## config.mk

```make
export PLATFORM = sky130hd
export DESIGN_NAME = kdns_ctrl
export DESIGN_NICKNAME = d
export VERILOG_FILES = /design/src/rtl/kdns_pkg.sv /design/src/rtl/kdns_ctrl.sv
export SDC_FILE = /design/constraint.sdc
export NUM_CORES = 1
export LEC_CHECK = 0
export BUFFER_PORTS_ARGS = -buffer_cell sky130_fd_sc_hd__buf_2
export CORE_MARGIN = 2
export CORE_UTILIZATION = 30
export CTS_CLUSTER_SIZE = 10
export DETAILED_ROUTE_END_ITERATION = 8
export GPL_ROUTABILITY_DRIVEN = 0
export SLEW_MARGIN = 20
export SYNTH_ARGS = -nofsm -noshare
export SYNTH_HDL_FRONTEND = slang
export SYNTH_SLANG_ARGS = --single-unit
```

## constraint.sdc

```tcl
create_clock -name clk -period 1.8 [get_ports clk]
set_clock_uncertainty 0.15 [all_clocks]
set_input_delay 0.09 -clock clk [delete_from_list [all_inputs] [get_ports clk]]
set_output_delay 0.09 -clock clk [all_outputs]
set_load 0.01 [all_outputs]
```

## src/rtl/kdns_pkg.sv

```systemverilog
// kdns_pkg: types, constants and codes shared by the kd-tree search unit
// used by kdns_ctrl, kdns_datapath and the top level
package kdns_pkg;

  localparam int MAX_POINTS  = 1024;
  localparam int ADDR_W      = $clog2(MAX_POINTS);
  localparam int CNT_W       = ADDR_W + 1;
  localparam int COORD_W     = 16;
  localparam int ID_W        = 10;
  localparam int SLOT_W      = 10;
  localparam int RAD_W       = 16;
  localparam int SQ_W        = 2 * COORD_W;
  localparam int DIST_W      = SQ_W + 2;
  localparam int STACK_DEPTH = ADDR_W + 1;
  localparam int SP_W        = $clog2(STACK_DEPTH + 1);
  localparam int AXES        = 3;

  localparam logic FUNC_LOAD  = 1'b0;
  localparam logic FUNC_QUERY = 1'b1;

  typedef struct packed {
    logic                      func;
    logic [SLOT_W-1:0]         slot;
    logic [ID_W-1:0]           point_id;
    logic signed [COORD_W-1:0] coord_x;
    logic signed [COORD_W-1:0] coord_y;
    logic signed [COORD_W-1:0] coord_z;
    logic [RAD_W-1:0]          radius;
  } in_word_t;

  typedef struct packed {
    logic              found;
    logic [ID_W-1:0]   nearest_id;
    logic [DIST_W-1:0] nearest_dist_sq;
  } out_word_t;

  // one slot of the point store
  typedef struct packed {
    logic [ID_W-1:0]           id;
    logic signed [COORD_W-1:0] z;
    logic signed [COORD_W-1:0] y;
    logic signed [COORD_W-1:0] x;
  } pt_entry_t;

  // pending subrange of the walk
  typedef struct packed {
    logic [CNT_W-1:0] lo;
    logic [CNT_W-1:0] hi;
    logic [1:0]       axis;
  } frame_t;

  typedef enum logic [2:0] {
    ST_IDLE,
    ST_START,
    ST_NODE,
    ST_DIFF,
    ST_MUL,
    ST_SUM,
    ST_DEC,
    ST_DONE
  } state_t;

  typedef struct packed {
    logic       load_we;
    logic       q_latch;
    logic       start;
    logic       node;
    logic       pop;
    logic       diff;
    logic       mul;
    logic [1:0] mul_sel;
    logic       sum;
    logic       decide;
    logic       finish;
  } cmd_t;

  typedef struct packed {
    logic node_empty;
    logic stack_empty;
    logic out_free;
  } sts_t;

endpackage

```

## src/rtl/kdns_ctrl.sv

```systemverilog
// kdns_ctrl: sequencer for loads and the depth-first tree walk
// depends on kdns_pkg
module kdns_ctrl import kdns_pkg::*; (
  input  logic clk,
  input  logic rst_n,
  input  logic in_valid,
  input  logic in_func,
  input  sts_t sts,
  output logic in_ready,
  output cmd_t cmd
);

  state_t     state_r, state_nxt;
  logic [1:0] mul_cnt_r, mul_cnt_nxt;

  // state and multiply counter
  always_ff @(posedge clk) begin
    if (!rst_n) begin
      state_r   <= ST_IDLE;
      mul_cnt_r <= 2'd0;
    end else begin
      state_r   <= state_nxt;
      mul_cnt_r <= mul_cnt_nxt;
    end
  end

  // next state
  always_comb begin
    state_nxt   = state_r;
    mul_cnt_nxt = mul_cnt_r;
    case (state_r)
      ST_IDLE: begin
        if (in_valid && in_func == FUNC_QUERY) state_nxt = ST_START;
      end
      ST_START: state_nxt = ST_NODE;
      ST_NODE: begin
        if (!sts.node_empty) state_nxt = ST_DIFF;
        else if (sts.stack_empty) state_nxt = ST_DONE;
      end
      ST_DIFF: begin
        state_nxt   = ST_MUL;
        mul_cnt_nxt = 2'd0;
      end
      ST_MUL: begin
        mul_cnt_nxt = mul_cnt_r + 2'd1;
        if (mul_cnt_r == 2'(AXES - 1)) state_nxt = ST_SUM;
      end
      ST_SUM:  state_nxt = ST_DEC;
      ST_DEC:  state_nxt = ST_NODE;
      ST_DONE: begin
        if (sts.out_free) state_nxt = ST_IDLE;
      end
      default: state_nxt = ST_IDLE;
    endcase
  end

  // command outputs
  always_comb begin
    cmd      = '0;
    in_ready = 1'b0;
    case (state_r)
      ST_IDLE: begin
        in_ready    = 1'b1;
        cmd.load_we = in_valid && in_func == FUNC_LOAD;
        cmd.q_latch = in_valid && in_func == FUNC_QUERY;
      end
      ST_START: cmd.start = 1'b1;
      ST_NODE: begin
        cmd.node = !sts.node_empty;
        cmd.pop  = sts.node_empty && !sts.stack_empty;
      end
      ST_DIFF: cmd.diff = 1'b1;
      ST_MUL: begin
        cmd.mul     = 1'b1;
        cmd.mul_sel = mul_cnt_r;
      end
      ST_SUM:  cmd.sum = 1'b1;
      ST_DEC:  cmd.decide = 1'b1;
      ST_DONE: cmd.finish = sts.out_free;
      default: cmd = '0;
    endcase
  end

endmodule

```

==> out/metrics.csv, run 1 <==
stage,metric,value,unit
timing,setup_tns,0,ns
clocking,cts_resized,0,
synthesis,netlist.area_leader.share,23.4,%
clocking,postCtsHoldBufs,1,
synthesis,syn_inst,52,
clocking,path_clk_slew,0.04,ns
critical_path,required,1.56,ns
detailed_routing,totalWireLength,884,µm
layout,area_growth,33.3,%
clocking,cts_tree,yes,
detailed_routing,drt-initial-drc-count,6,
clocking,clock-sinks,5,
floorplanning,io_pins,20,
critical_path,critical_path_class,reg2out,
power,cellLeakagePower,0.000301,µW
place,io_buffers,19,
timing,hold_slack,0.0758,ns
floorplanning,design.core.area,1320,µm²
synthesis,synth_top_cell_by_area,dfxtp_1,
timing,timing.final.crit_period,1.68,ns
floorplanning,design.die.area,1740,µm²
detailed_routing,drcViolationCount,0,
place,dp_hpwl,764,µm
synthesis,synth_nets,64,
timing,rsz0062_at_grt,false,
clocking,cts_setup_buffers,0,
synthesis,ys.flop_type,dfxtp_1,
global_routing,grt_use_total,11.1,%
clocking,cts_buffer_depth,2,
clocking,clock_latency,0.23,ns
synthesis,netlist_area,428,µm²
clocking,clockRootBuffer,clkbuf_4,
outcome,status,finished clean,
layout,fin_nets,88,
critical_path,start_kind,register,
synthesis,ys_seq_area_share,23.4,%
critical_path,r2r_start,state_r[0],
detailed_routing,vias,412,
job,maxCapViolCount,0,
clocking,htreeDepth,1,
global_routing,grt_start_max_net_pins,14,
floorplanning,die_x,41.8,µm
timing,slew_violations,0,
global_routing,antenna_found_initial,0,
critical_path,path_max_fanout,5,
synthesis,synth_seq_cells,5,
critical_path,critPathLaunch,state_r[0],
global_routing,grt_pass1_vias,375,
detailed_routing,drtPass1Iterations,4,
clocking,cts_buffers,3,
detailed_routing,viasPerCell,4.58,
layout,fill_cells,145,
power,power_density,1280,nW/µm²
layout,drive_above_1_share,36.0,%
timing,relSlewSlack,73.0,%
synthesis,synth_edf_count,0,
worst_hold_path,worstHoldStart,sts[0],
timing,fmax,0.595,GHz
critical_path,crit_arrival,1.44,ns
synthesis,synth_warnings,0,
timing,setup_viol,0,
synthesis,async_flop_share,0,%
floorplanning,initial_utilization,32.5,%
floorplanning,num_rows,13,
global_routing,grt_pass1_wl,1520,µm
synthesis,post_synth_num_cell_types,23,
detailed_routing,wire_per_inst,9.82,µm
layout,num_antenna_cells,0,
critical_path,crit_path_end_kind,primary output,
power,peakVddDrop,0.715,mV
timing,fin_crit_sh,93.4,%
synthesis,yosys-top-cells-area,"dfxtp_1 (23%), ha_1 (15%), nor2_1 (6.1%), nand2_1 (5.3%), and3_1 (4.4%)",
global_routing,overflow,0,
timing,hold_violations,0,
floorplanning,die_h,41.8,µm
timing,tightest_slew,0.400,ns
detailed_routing,ant_nets,0,
synthesis,avgSynthCellArea,8.23,µm²
worst_hold_path,hold_path_class,in2reg,
area by class of cell:
| type | count | area, µm² | share of cell area [%] |
|---|---|---|---|
| inverter | 4 | 15.0 | 2.63 |
| timing repair buffer | 20 | 105 | 18.4 |
| multi-input combinational | 42 | 305 | 53.5 |
| clock buffer | 4 | 26.3 | 4.61 |
| tap | 15 | 18.8 | 3.29 |
| sequential | 5 | 100 | 17.5 |
power by group:
group / total [µW] / internal (µW) / switching, µW
sequential: 176 / 141 / 35.1
clock: 124 / 83.4 / 40.4
combinational: 431 / 205 / 226
total: 730 / 429 / 302
through the flow:
step / setup slack, ns / total power (µW) / area (µm²) / instances / util, %
after CTS: 0.110 / 743 / 571 / 90 / 43.3
after floorplan: 0.238 / 496 / 428 / 52 / -
after global placement: 0.172 / 608 / 534 / 85 / 40.6
after detailed placement: 0.142 / 610 / 534 / 85 / 40.6
final: 0.119 / 730 / 571 / 90 / 43.3
after global routing: 0.00264 / 805 / 571 / 90 / 43.3
worst max-delay path, cell delays in order, from the launching register on:
cell and delay (ns):
dfxtp_1 0.37, inv_1 0.08, ha_1 0.25, and2b_4 0.20, and3_1 0.17, buf_2 0.13
registers in the layout, indices dropped and copies added (netlist names):
signal     flops
state_r        3
mul_cnt_r      2
synthesized netlist by cell type (2+ instances only):
| master | n |
|---|---|
| inv_1 | 4 |
| and2_1 | 2 |
| nor2_1 | 7 |
| dfxtp_1 | 5 |
| a21oi_1 | 3 |
| nand2_1 | 6 |
| and3_1 | 3 |
| nor2b_1 | 3 |
| ha_1 | 5 |
placed cells by master (no fill, tap or decap), types with 2 or more instances in the layout:
cell type,count
ha_1,5
buf_2,19
nand2_1,6
and2_1,2
dfxtp_1,5
and3_1,3
a21oi_1,3
clkbuf_4,3
inv_1,4
nor2_1,7
nor2b_1,3
routing by layer:
metal	routed length, µm	vias up	global-route usage (%)
met2	426	9	16.6
met3	40	0	1.74
met4	0	0	5.81
met1	417	181	15.1
li1	-	222	-
met5	0	-	0
final timing paths:
check / to / slack [ns] / cells past startpoint
setup reg to reg: state_r[1] / 0.14 / 6
hold reg to reg: state_r[1] / 0.36 / 2
hold / removal: state_r[2] / 0.08 / 3
setup / recovery: cmd[10] / 0.12 / 5
cell families after synthesis:
kind of cell | share of synthesized area [%]
simple gates | 39.2
compound gates | 15.2
buf+inv | 5.26
fa+ha+maj | 14.6
flops | 23.4
mux | 2.34
Note: power is estimated with default switching activity, not from simulation.
==> inputs of run 2 (changes only) <==
- REMOVE_ABC_BUFFERS: default -> 1
==> out/metrics.csv, run 2 (same netlist as run 1, synthesis figures left out) <==
stage,metric,value,unit
floorplanning,initial_utilization,32.5,%
global_routing,grt_use_total,10.7,%
timing,tightest_slew,0.352,ns
worst_hold_path,hold_path_class,in2reg,
detailed_routing,viasPerCell,4.69,
timing,fmax,0.609,GHz
place,dp_hpwl,742,µm
global_routing,grt_pass1_wl,1440,µm
global_routing,grt_start_max_net_pins,14,
critical_path,slowest_delay,0.38,ns
layout,area_growth,34.8,%
layout,num_antenna_cells,0,
power,power.total,749,µW
power,power_density,1300,nW/µm²
timing,timing.final.crit_period,1.64,ns
timing,setup_viol,0,
place,io_buffers,19,
place,dp_worst_setup_slack,0.109,ns
layout,layout_commonest_cell,buf_2,
critical_path,required,1.83,ns
global_routing,antenna_found_initial,0,
clocking,cts_tree,yes,
clocking,cts_setup_buffers,0,
timing,rsz0062_at_grt,false,
layout,largest_reg_flops,3,
clocking,path_clk_slew,0.04,ns
timing,relSlewSlack,76.2,%
power,p_sw_share,41.9,%
clocking,cts_buffer_depth,2,
power,peakVddDrop,0.685,mV
critical_path,start_kind,register,
detailed_routing,totalWireLength,898,µm
floorplanning,design.die.area,1740,µm²
timing,slew_violations,0,
clocking,clock_latency,0.24,ns
global_routing,overflow,0,
job,maxCapViolCount,0,
place,dp.cells,85,
clocking,cts_buffers,3,
power,power_frac_comb,59.0,%
critical_path,critical_path_buf_inv_count,1,
floorplanning,io_pins,20,
timing,setup_tns,0,ns
floorplanning,die_h,41.8,µm
global_routing,grt_pass1_vias,365,
detailed_routing,drtPass1Iterations,3,
detailed_routing,drcViolationCount,0,
power,p_int,435,µW
critical_path,critical_path_class,reg2reg,
layout,stdcell_count,90,
layout,top_register,state_r,
critical_path,path_max_fanout,5,
detailed_routing,drt-initial-drc-count,7,
critical_path,crit_chain,"inv_1, ha_2, and2b_4, o2bb2ai_2, nor4_1, o21a_1",
power,switching_power,314,µW
timing,hold_violations,0,
critical_path,crit_slowest_cell,dfxtp_1,
clocking,htreeDepth,1,
power,p_clk_share,17.0,%
outcome,status,finished clean,
layout,fin_nets,88,
power,p_seq_share,24.0,%
clocking,clockRootBuffer,clkbuf_4,
floorplanning,design.core.area,1320,µm²
layout,layout_common_cells,"buf_2 (19), nor2_1 (7), nand2_1 (5)",
floorplanning,num_rows,13,
power,cellLeakagePower,0.000303,µW
detailed_routing,ant_nets,0,
floorplanning,die_x,41.8,µm
clocking,clock-sinks,5,
timing,fin_ws,0.157,ns
critical_path,crit_path_end_kind,register,
layout,drive_above_1_share,40.0,%
timing,fin_crit_sh,91.3,%
critical_path,critPathTopFamily,simple AND/OR/NAND/NOR gates,
detailed_routing,vias,422,
critical_path,crit_arrival,1.68,ns
detailed_routing,wire_per_inst,9.98,µm
layout,largest_registers,"state_r x3, mul_cnt_r x2",
run 2: power groups by stage:
stage	logic [µW]	registers (µW)	clock network (µW)
floorplan	322	169	0
global placement	431	176	0
detailed placement	432	179	0
CTS	438	177	132
global route	489	187	143
finish	442	180	128
run 2: timing repair:
| item | in CTS | in global routing |
|---|---|---|
| hold buffers | 1 | 0 |
| endpoints found under the setup margin | 0 | 4 |
| gates resized for setup | 0 | 3 |
| hold endpoints to repair | 5 | 0 |
run 2: layout make-up:
| class | count | area, µm² |
|---|---|---|
| clock buffers | 4 | 26.3 |
| repair buffers | 20 | 105 |
| well taps | 15 | 18.8 |
| inverters | 4 | 15.0 |
| flip-flops and latches | 5 | 101 |
| multi-input cells | 42 | 310 |
| fillers | 144 | 741 |
run 2: stage by stage:
stage	instance area [µm²]	utilization [%]	hold slack, ns
finish	577	43.8	0.0742
global route	577	43.8	0.0862
CTS	571	43.3	0.0703
detailed placement	534	40.6	0.234
global placement	534	40.6	0.224
floorplan	420	-	0.0578
run 2: routing by layer:
layer	vias up	GRT usage (%)	share of wire [%]	wire [µm]
met3	2	3.48	5.8	52
met4	0	7.74	0.56	5
li1	223	-	-	-
met1	188	12.2	46	409
met5	-	0	0	0
met2	9	16.6	48	431
run 2: worst min-delay path, cell delays in order:
cell    delay, ns
buf_2        0.10
nor2_1       0.05
o21a_1       0.17
run 2: final timing paths:
kind / endpoint / from / slack, ns / cells after the start
setup reg to reg: state_r[2] / state_r[1] / 0.16 / 6
hold reg to reg: state_r[1] / state_r[1] / 0.36 / 2
setup / recovery: state_r[2] / state_r[1] / 0.16 / 6
hold / removal: state_r[2] / sts[0] / 0.07 / 3
